[config.mk]
export PLATFORM = sky130hd
export DESIGN_NAME = cartridge_bank_controller_core
export DESIGN_NICKNAME = d
export VERILOG_FILES = /design/src/cbc_pkg.sv /design/src/cbc_in_stage.sv /design/src/cbc_bank_update.sv /design/src/cbc_out_stage.sv /design/src/cartridge_bank_controller_core.sv
export SDC_FILE = /design/constraint.sdc
export NUM_CORES = 1
export LEC_CHECK = 0
export BUFFER_PORTS_ARGS = -buffer_cell sky130_fd_sc_hd__buf_2
export CAP_MARGIN = 20
export CELL_PAD_IN_SITES_DETAIL_PLACEMENT = 1
export CELL_PAD_IN_SITES_GLOBAL_PLACEMENT = 2
export CORE_ASPECT_RATIO = 1.1
export CORE_MARGIN = 1
export CORE_UTILIZATION = 32
export DETAILED_ROUTE_END_ITERATION = 8
export PLACE_DENSITY_LB_ADDON = 0.1
export SYNTH_ARGS = -nofsm -noshare
export SYNTH_HDL_FRONTEND = slang
export SYNTH_HIERARCHICAL = 1
export SYNTH_SLANG_ARGS = --single-unit
[constraint.sdc]
create_clock -name clk -period 1.8 [get_ports clk]
set_input_delay 0.09 -clock clk [delete_from_list [all_inputs] [get_ports clk]]
set_output_delay 0.09 -clock clk [all_outputs]
set_load 0.05 [all_outputs]
[src/cbc_pkg.sv]
// shared types, constants and helpers of the cartridge bank controller
package cbc_pkg;

  localparam int AddrW    = 16;
  localparam int DataW    = 8;
  localparam int RomBankW = 7;
  localparam int RamBankW = 2;
  localparam int InTdataW  = 24;
  localparam int OutTdataW = 16;

  // controller kind codes
  typedef enum logic [1:0] {
    KIND_NONE = 2'd0,
    KIND_MBC1 = 2'd1,
    KIND_MBC2 = 2'd2,
    KIND_MBC3 = 2'd3
  } kind_t;

  // upper address bits that pick the 8 KiB write window
  localparam logic [2:0] WIN_RAM_EN = 3'd0;
  localparam logic [2:0] WIN_ROM_LO = 3'd1;
  localparam logic [2:0] WIN_BANK2  = 3'd2;
  localparam logic [2:0] WIN_MODE   = 3'd3;

  localparam logic [3:0] RAM_EN_KEY = 4'hA;

  // one accepted bus write
  typedef struct packed {
    logic [AddrW-1:0] addr;
    logic [DataW-1:0] wdata;
  } bus_wr_t;

  // one result beat
  typedef struct packed {
    logic [RomBankW-1:0] rom_bank;
    logic [RamBankW-1:0] ram_bank;
    logic                ram_enabled;
    logic                rom_changed;
    logic                ram_changed;
  } result_t;

  // bank zero maps to bank one
  function automatic logic [RomBankW-1:0] fix_zero(input logic [RomBankW-1:0] bank);
    fix_zero = (bank == '0) ? RomBankW'(1) : bank;
  endfunction

endpackage

[src/cbc_in_stage.sv]
// input register stage: holds one accepted bus write
module cbc_in_stage (
  input  logic                    clk,
  input  logic                    rst_n,
  input  logic                    in_tvalid,
  output logic                    in_tready,
  input  logic [cbc_pkg::InTdataW-1:0] in_tdata,  // addr[15:0], wdata[23:16]
  input  logic                    advance,
  output logic                    s1_valid,
  output cbc_pkg::bus_wr_t        s1_wr
);

  logic             valid_r, valid_nxt;
  cbc_pkg::bus_wr_t wr_r;

  // stage takes a beat when empty or when its item moves on
  assign in_tready = !valid_r || advance;

  always_comb begin
    valid_nxt = valid_r;
    if (in_tready) begin
      valid_nxt = in_tvalid;
    end else if (advance) begin
      valid_nxt = 1'b0;
    end
  end

  always_ff @(posedge clk) begin
    if (!rst_n) begin
      valid_r <= 1'b0;
    end else begin
      valid_r <= valid_nxt;
    end
  end

  // payload capture
  always_ff @(posedge clk) begin
    if (in_tvalid && in_tready) begin
      wr_r.addr  <= in_tdata[cbc_pkg::AddrW-1:0];
      wr_r.wdata <= in_tdata[cbc_pkg::AddrW +: cbc_pkg::DataW];
    end
  end

  assign s1_valid = valid_r;
  assign s1_wr    = wr_r;

endmodule

[src/cbc_bank_update.sv]
// bank state registers and the write decode that updates them
module cbc_bank_update (
  input  logic              clk,
  input  logic              rst_n,
  input  cbc_pkg::kind_t    kind,
  input  logic              step,
  input  cbc_pkg::bus_wr_t  wr,
  output cbc_pkg::result_t  res
);

  logic [cbc_pkg::RomBankW-1:0] rom_bank_r, rom_bank_nxt;
  logic [cbc_pkg::RamBankW-1:0] ram_bank_r, ram_bank_nxt;
  logic                         ram_en_r, ram_en_nxt;
  logic                         rom_mode_r, rom_mode_nxt;
  logic [2:0]                   win;
  logic                         en_key;

  assign win    = wr.addr[cbc_pkg::AddrW-1 -: 3];
  assign en_key = (wr.wdata[3:0] == cbc_pkg::RAM_EN_KEY);

  // decode the write per controller kind
  always_comb begin
    rom_bank_nxt = rom_bank_r;
    ram_bank_nxt = ram_bank_r;
    ram_en_nxt   = ram_en_r;
    rom_mode_nxt = rom_mode_r;
    case (kind)
      cbc_pkg::KIND_MBC1: begin
        if (win == cbc_pkg::WIN_RAM_EN) begin
          ram_en_nxt = en_key;
        end else if (win == cbc_pkg::WIN_ROM_LO) begin
          rom_bank_nxt = cbc_pkg::fix_zero({rom_bank_r[6:5], wr.wdata[4:0]});
        end else if (win == cbc_pkg::WIN_BANK2) begin
          if (!rom_mode_r) begin
            ram_bank_nxt = wr.wdata[1:0];
          end else begin
            rom_bank_nxt = cbc_pkg::fix_zero({wr.wdata[1:0], rom_bank_r[4:0]});
          end
        end else if (win == cbc_pkg::WIN_MODE) begin
          rom_mode_nxt = !wr.wdata[0];
        end
      end
      cbc_pkg::KIND_MBC2: begin
        if (wr.addr[15:14] == 2'b00) begin
          if (wr.addr[8]) begin
            rom_bank_nxt = cbc_pkg::fix_zero({rom_bank_r[6:4], wr.wdata[3:0]});
          end else begin
            ram_en_nxt = en_key;
          end
        end
      end
      cbc_pkg::KIND_MBC3: begin
        if (win == cbc_pkg::WIN_RAM_EN) begin
          ram_en_nxt = en_key;
        end else if (win == cbc_pkg::WIN_ROM_LO) begin
          rom_bank_nxt = cbc_pkg::fix_zero(wr.wdata[6:0]);
        end else if (win == cbc_pkg::WIN_BANK2) begin
          ram_bank_nxt = wr.wdata[1:0];
        end
      end
      default: begin
      end
    endcase
  end

  // state registers advance once per item
  always_ff @(posedge clk) begin
    if (!rst_n) begin
      rom_bank_r <= cbc_pkg::RomBankW'(1);
      ram_bank_r <= '0;
      ram_en_r   <= 1'b0;
      rom_mode_r <= 1'b1;
    end else if (step) begin
      rom_bank_r <= rom_bank_nxt;
      ram_bank_r <= ram_bank_nxt;
      ram_en_r   <= ram_en_nxt;
      rom_mode_r <= rom_mode_nxt;
    end
  end

  // result of this write
  always_comb begin
    res.rom_bank    = rom_bank_nxt;
    res.ram_bank    = ram_bank_nxt;
    res.ram_enabled = ram_en_nxt;
    res.rom_changed = (rom_bank_nxt != rom_bank_r);
    res.ram_changed = (ram_bank_nxt != ram_bank_r);
  end

endmodule

[src/cbc_out_stage.sv]
// result register stage feeding the output channel
module cbc_out_stage (
  input  logic                          clk,
  input  logic                          rst_n,
  input  logic                          s1_valid,
  input  cbc_pkg::result_t              res,
  output logic                          advance,
  output logic                          out_tvalid,
  input  logic                          out_tready,
  // rom_bank[6:0], ram_bank[8:7], ram_enabled[9], rom_changed[10], ram_changed[11]
  output logic [cbc_pkg::OutTdataW-1:0] out_tdata
);

  logic             valid_r, valid_nxt;
  cbc_pkg::result_t res_r;

  // a held result leaves or the register is empty
  assign advance = s1_valid && (!valid_r || out_tready);

  always_comb begin
    valid_nxt = valid_r;
    if (advance) begin
      valid_nxt = 1'b1;
    end else if (out_tready) begin
      valid_nxt = 1'b0;
    end
  end

  always_ff @(posedge clk) begin
    if (!rst_n) begin
      valid_r <= 1'b0;
    end else begin
      valid_r <= valid_nxt;
    end
  end

  always_ff @(posedge clk) begin
    if (advance) begin
      res_r <= res;
    end
  end

  // pack fields from the low bit up
  assign out_tvalid = valid_r;
  assign out_tdata  = {4'b0000, res_r.ram_changed, res_r.rom_changed, res_r.ram_enabled,
                       res_r.ram_bank, res_r.rom_bank};

endmodule

[src/cartridge_bank_controller_core.sv]
// top level of the cartridge bank controller
// Cartridge bank controller core.
// in_ channel: one beat per processor write into the cartridge area,
//   in_tdata = addr[15:0], wdata[23:16].
// out_ channel: one beat per input beat, in order, carrying the ROM bank,
//   RAM bank and RAM enable after the write plus ROM/RAM bank changed flags.
// cfg_ channel: writes the controller kind (0 none, 1 MBC1, 2 MBC2, 3 MBC3);
//   always ready, and meant to be written only while the block is idle.
// Path: an input beat is held in the input register, then decoded into the
//   result register.
// Throughput: one beat per cycle while out_tready is high; the bank decode is a
//   single short path between the two registers, so both stages move every cycle.
// Reset (rst_n low, synchronous): both stages empty, kind none, ROM bank 1,
//   RAM bank 0, RAM disabled, MBC1 in ROM banking mode.
// Stall: when out_tready is low the result holds on out_tdata; one more beat
//   is taken into the input register, then in_tready drops until the result
//   is taken.
module cartridge_bank_controller_core (
  input  logic                          clk,
  input  logic                          rst_n,
  input  logic                          in_tvalid,
  output logic                          in_tready,
  input  logic [cbc_pkg::InTdataW-1:0]  in_tdata,   // addr[15:0], wdata[23:16]
  output logic                          out_tvalid,
  input  logic                          out_tready,
  // rom_bank[6:0], ram_bank[8:7], ram_enabled[9], rom_changed[10], ram_changed[11]
  output logic [cbc_pkg::OutTdataW-1:0] out_tdata,
  input  logic                          cfg_valid,
  output logic                          cfg_ready,
  input  logic [1:0]                    cfg_data     // controller_kind[1:0]
);

  cbc_pkg::kind_t   kind_r;
  logic             s1_valid;
  logic             advance;
  cbc_pkg::bus_wr_t s1_wr;
  cbc_pkg::result_t res;

  // controller kind register
  assign cfg_ready = 1'b1;

  always_ff @(posedge clk) begin
    if (!rst_n) begin
      kind_r <= cbc_pkg::KIND_NONE;
    end else if (cfg_valid && cfg_ready) begin
      kind_r <= cbc_pkg::kind_t'(cfg_data);
    end
  end

  cbc_in_stage u_in (
    .clk       (clk),
    .rst_n     (rst_n),
    .in_tvalid (in_tvalid),
    .in_tready (in_tready),
    .in_tdata  (in_tdata),
    .advance   (advance),
    .s1_valid  (s1_valid),
    .s1_wr     (s1_wr)
  );

  cbc_bank_update u_bank (
    .clk   (clk),
    .rst_n (rst_n),
    .kind  (kind_r),
    .step  (advance),
    .wr    (s1_wr),
    .res   (res)
  );

  cbc_out_stage u_out (
    .clk        (clk),
    .rst_n      (rst_n),
    .s1_valid   (s1_valid),
    .res        (res),
    .advance    (advance),
    .out_tvalid (out_tvalid),
    .out_tready (out_tready),
    .out_tdata  (out_tdata)
  );

endmodule

==> run metrics, run 1 <==
outcome finished with violations; failing checks negative setup slack; Finished Layout Cells 322; final worst path period share 1.01; Routed WL 5220 um; most common cell after layout, fill and taps aside buf_2; clock-pin slew on the worst setup and hold paths 0.08 ns; worst hold margin 0.0452 ns; H-tree Lvls 2; setup ws final -0.0219 ns; mapped cell area 1950 um^2; HPWL after DPL 3680 um; f_max 549 MHz; # port buffers 31; Clock Latency Late Sink 0.29 ns; Ys Warns 6; Fillers 669; Final setup viols 2; HP Class in -> reg; vias in the first global route 1682; Post-DRT Antenna Nets 0; Leakage 1.05 nW; clock root cell clkbuf_8; GRT overflow 0; gpl congestion 0.828; initial antenna violation count 0; maximum fanout along the worst path 5; Die Y 83.9 um; critical path required time 1.83 ns; Die Area 6420 um^2; Rows 29; RSZ-0062 raised after global routing true; Layout area overhead 37.1%; Syn Area/Cell 11.0 um^2; overall global routing resource usage 0.169; drt drc 0; core footprint 5840 um^2; layout cells sized above 1 0.408; Layout Skew 0.00381 ns; peak supply drop 0.414 mV; MaxCap Viol Count 0; crit path DAT 1.86 ns; crit path kind reg -> reg; Final Hold Vio Count 0; first-pass GRT wire length 8300 um; PwrDens 808 nW/um^2; Syn Inst Count 177; vias 1574; Starting Density 0.334; Num CTS Buffers 5; first-pass iteration count of the detailed router 4; WL/cell 16.2 um; DR vias/cell 4.89; Critical Path Source Type flip-flop; fin crit period 1.82 ns; clock sink count 38; TritonCTS clock tree done; DRT iter0 DRCs 42; # placed instances 297; CP endpoint kind flip-flop; Max Root-Sink Buffers 2; Final Slew Violations 0; antenna diode count 0; largest net degree at the start of global routing 14; commonest cells after routing, fill and taps aside buf_2 (31), buf_4 (25), edfxtp_1 (23); Die X 76.5 um; io pins 50; NumNets Final 275
## path summary, 6_finish.rpt
kind | cells after the start | to | startpoint | slack [ns]
max | 6 | u_out/out_tdata[10]$_DFFE_PP_ | u_in/s1_wr[23]$_DFFE_PP_ | -0.02
min reg2reg | 2 | u_in/s1_valid$_SDFFE_PN0P_ | u_in/s1_valid$_SDFFE_PN0P_ | 0.53
min | 3 | u_in/s1_valid$_SDFFE_PN0P_ | in_tvalid | 0.05
max reg2reg | 6 | u_out/out_tdata[10]$_DFFE_PP_ | u_in/s1_wr[23]$_DFFE_PP_ | -0.02
## flip-flops by register name (all words and copies together) (netlist names)
signal	flops
u_bank/rom_mode_r	1
u_bank/rom_bank_r	7
u_in/s1_valid	1
u_bank/ram_en_r	1
u_out/out_tvalid	1
u_out/out_tdata	12
u_in/s1_wr	11
kind_r	2
u_bank/ram_bank_r	2
## what timing repair did
action | in CTS | in global routing
gates resized for setup | 12 | 8
buffers inserted | 4 | 2
hold buffers | 11 | 0
pin swaps | 6 | 1
endpoints found under the hold margin | 11 | 0
setup endpoints to repair | 3 | 7
## power breakdown
group	internal, mW	leakage (nW)	switching (mW)
clock	0.414	0.0514	0.319
sequential	0.976	0.345	0.0352
combinational	0.173	0.655	0.245
## metrics by stage
stage | total power, mW | util | cell area (um^2) | TNS [ns] | setup slack, ns
global placement | 1.38 | 0.395 | 2300 | -0.0578 | -0.0299
detailed placement | 1.39 | 0.395 | 2300 | -0.176 | -0.101
finish | 2.16 | 0.458 | 2680 | -0.0242 | -0.0219
global route | 2.26 | 0.458 | 2680 | -0.260 | -0.133
CTS | 2.17 | 0.451 | 2640 | -0.0308 | -0.0198
floorplan | 1.28 | - | 1970 | 0 | 0.0782
## final cells by class
| class | instances | area (um^2) | share of cell area |
|---|---|---|---|
| Clock buffer | 6 | 72.6 | 0.0271 |
| Inverter | 4 | 15.0 | 0.00561 |
| Timing Repair Buffer | 70 | 487 | 0.182 |
| Sequential cell | 38 | 993 | 0.371 |
| Clock inverter | 2 | 37.5 | 0.0140 |
| Multi-Input combinational cell | 125 | 976 | 0.364 |
| Tap cell | 77 | 96.3 | 0.0360 |
## routing by layer
layer,vias up,share of wire,global-route usage
li1,776,-,-
met1,757,0.44,0.190
met2,35,0.53,0.322
met3,6,0.029,0.0328
met4,0,0.0086,0.0437
met5,-,0,0
## critical path, stage by stage, from the launching register on
cell and delay, ns:
edfxtp_1 0.46, buf_6 0.16, and4bb_2 0.33, nand2_2 0.09
o32ai_4 0.29, or2_1 0.16, o211ai_1 0.08
(Power assumes the default switching activity.)
==> run 2: changes to the inputs <==
--- a/config.mk
+++ b/config.mk
@@ -11,9 +11,10 @@
 export CELL_PAD_IN_SITES_GLOBAL_PLACEMENT = 2
 export CORE_ASPECT_RATIO = 1.1
 export CORE_MARGIN = 1
-export CORE_UTILIZATION = 32
+export CORE_UTILIZATION = 39
 export DETAILED_ROUTE_END_ITERATION = 8
 export PLACE_DENSITY_LB_ADDON = 0.1
+export SKIP_CTS_REPAIR_TIMING = 1
 export SYNTH_ARGS = -nofsm -noshare
 export SYNTH_HDL_FRONTEND = slang
 export SYNTH_HIERARCHICAL = 1
==> constraint.sdc (replaced) <==
create_clock -name clk -period 2.1 [get_ports clk]
set_input_delay 0.105 -clock clk [delete_from_list [all_inputs] [get_ports clk]]
set_output_delay 0.105 -clock clk [all_outputs]
set_load 0.05 [all_outputs]
==> run 2 against run 1 <==
Effect of this change:
- the flow now finishes without violations
- via count down 4.4%
- total power down 18%
- sequential power down 13%
- clock skew up 0.0036 ns
- worst setup slack better by 0.088 ns
- global-route usage up 0.72 points
- clock-buffer cell count up 1
- utilization up 4.7 points
- critical endpoint unchanged
==> run metrics, run 2 (synthesis results as in run 1) <==
DR vias/cell 5.37; Starting Density 0.414; GRT overflow 0; clock sink count 38; Layout Skew 0.00741 ns; drt drc 0; io pins 50; clock-pin slew on the worst setup and hold paths 0.07 ns; maximum fanout along the worst path 11; Rows 26; initial antenna violation count 0; peak supply drop 0.487 mV; M3 GR Usage 0.0437; largest net degree at the start of global routing 17; Die Y 76.2 um; fin crit period 2.03 ns; overall global routing resource usage 0.176; f_max 492 MHz; vias 1504; layout cells sized above 1 0.295; MaxCap Viol Count 0; final worst path period share 0.969; # placed instances 261; grt met2 use 0.299; HPWL after DPL 3310 um; RSZ-0062 raised after global routing false; vias in the first global route 1550; WHS Path Cells 3; Die Area 5300 um^2; Critical Path Source Type flip-flop; WL/cell 16.2 um; crit path DAT 2.05 ns; CP cell instances and4bb_1 -> nand2_1 -> o32ai_1 -> or2_1 -> o211ai_1; core footprint 4720 um^2; critical path required time 2.12 ns; antenna diode count 0; worst reg2reg path depth 5; Final Slew Violations 0; PwrDens 740 nW/um^2; post-route setup TNS 0 ns; first-pass GRT wire length 7380 um; NumNets Final 254; Clock Latency Late Sink 0.28 ns; first-pass iteration count of the detailed router 4; CP endpoint kind flip-flop; clock root cell clkbuf_8; crit path kind reg -> reg; total power 1.76 mW; most common cell after layout, fill and taps aside buf_2; Layout area overhead 22.0%; H-tree Lvls 2; Max Root-Sink Buffers 2; HP Class in -> reg; TritonCTS clock tree done; GR peak layer met2; Finished Layout Cells 280; Final Hold Vio Count 0; gpl congestion 0.880; Post-DRT Antenna Nets 0; Num CTS Buffers 5; # port buffers 31; Routed WL 4530 um; Worst path slowest cell edfxtp_1; commonest cells after routing, fill and taps aside buf_2 (31), edfxtp_1 (23), nor2_1 (16); DRT iter0 DRCs 50; met1 Track Usage GR 0.220; Die X 69.5 um; Leakage 0.926 nW; outcome complete, no violations; max reg flops 12; Final setup viols 0; Max stage delay on crit path 0.53 ns
-- run 2: layout make-up --
cell class	count	area, um^2
Clock buffer	7	76.3
Clock inverter	1	30.0
Fill cell	517	2330
Inverter	4	15.0
Multi-Input combinational cell	125	882
Sequential cell	38	991
Tap cell	56	70.1
Timing Repair Buffer	49	318
-- run 2: report_power, final --
| part | internal [mW] | total (mW) | switching [mW] |
|---|---|---|---|
| Sequential | 0.837 | 0.877 | 0.0394 |
| Combinational | 0.110 | 0.291 | 0.182 |
| Clock | 0.355 | 0.595 | 0.240 |
-- run 2: metal layers --
| metal | up-vias | routed length, um |
|---|---|---|
| met5 | - | 0 |
| met4 | 0 | 58 |
| met3 | 8 | 147 |
| met2 | 33 | 2290 |
| met1 | 732 | 2030 |
| li1 | 731 | - |
-- run 2: final timing paths --
path / startpoint / endpoint / slack (ns)
hold / removal: in_tvalid / u_in/s1_valid$_SDFFE_PN0P_ / 0.07
setup reg to reg: u_in/s1_wr[21]$_DFFE_PP_ / u_out/out_tdata[10]$_DFFE_PP_ / 0.07
setup / recovery: u_in/s1_wr[21]$_DFFE_PP_ / u_out/out_tdata[10]$_DFFE_PP_ / 0.07
hold reg to reg: u_bank/ram_en_r$_SDFFE_PN0P_ / u_bank/ram_en_r$_SDFFE_PN0P_ / 0.50
-- run 2: stage by stage --
step                 util  setup WS [ns]  hold WS [ns]  cell area (um^2)
finish              0.505         0.0661        0.0729              2380
global route        0.505         0.0113        0.0812              2380
CTS                 0.480          0.122       -0.0219              2270
detailed placement  0.458          0.133         0.284              2160
global placement    0.458          0.197         0.282              2160
floorplan               -          0.108         0.167              1970
-- run 2: critical path, delay by kind of cell, from the launching register on --
kind,cells,cell delay [ns]
AND/OR/NAND/NOR,3,0.68
AO/OA/AOI/OAI,2,0.56
flip-flops,1,0.53
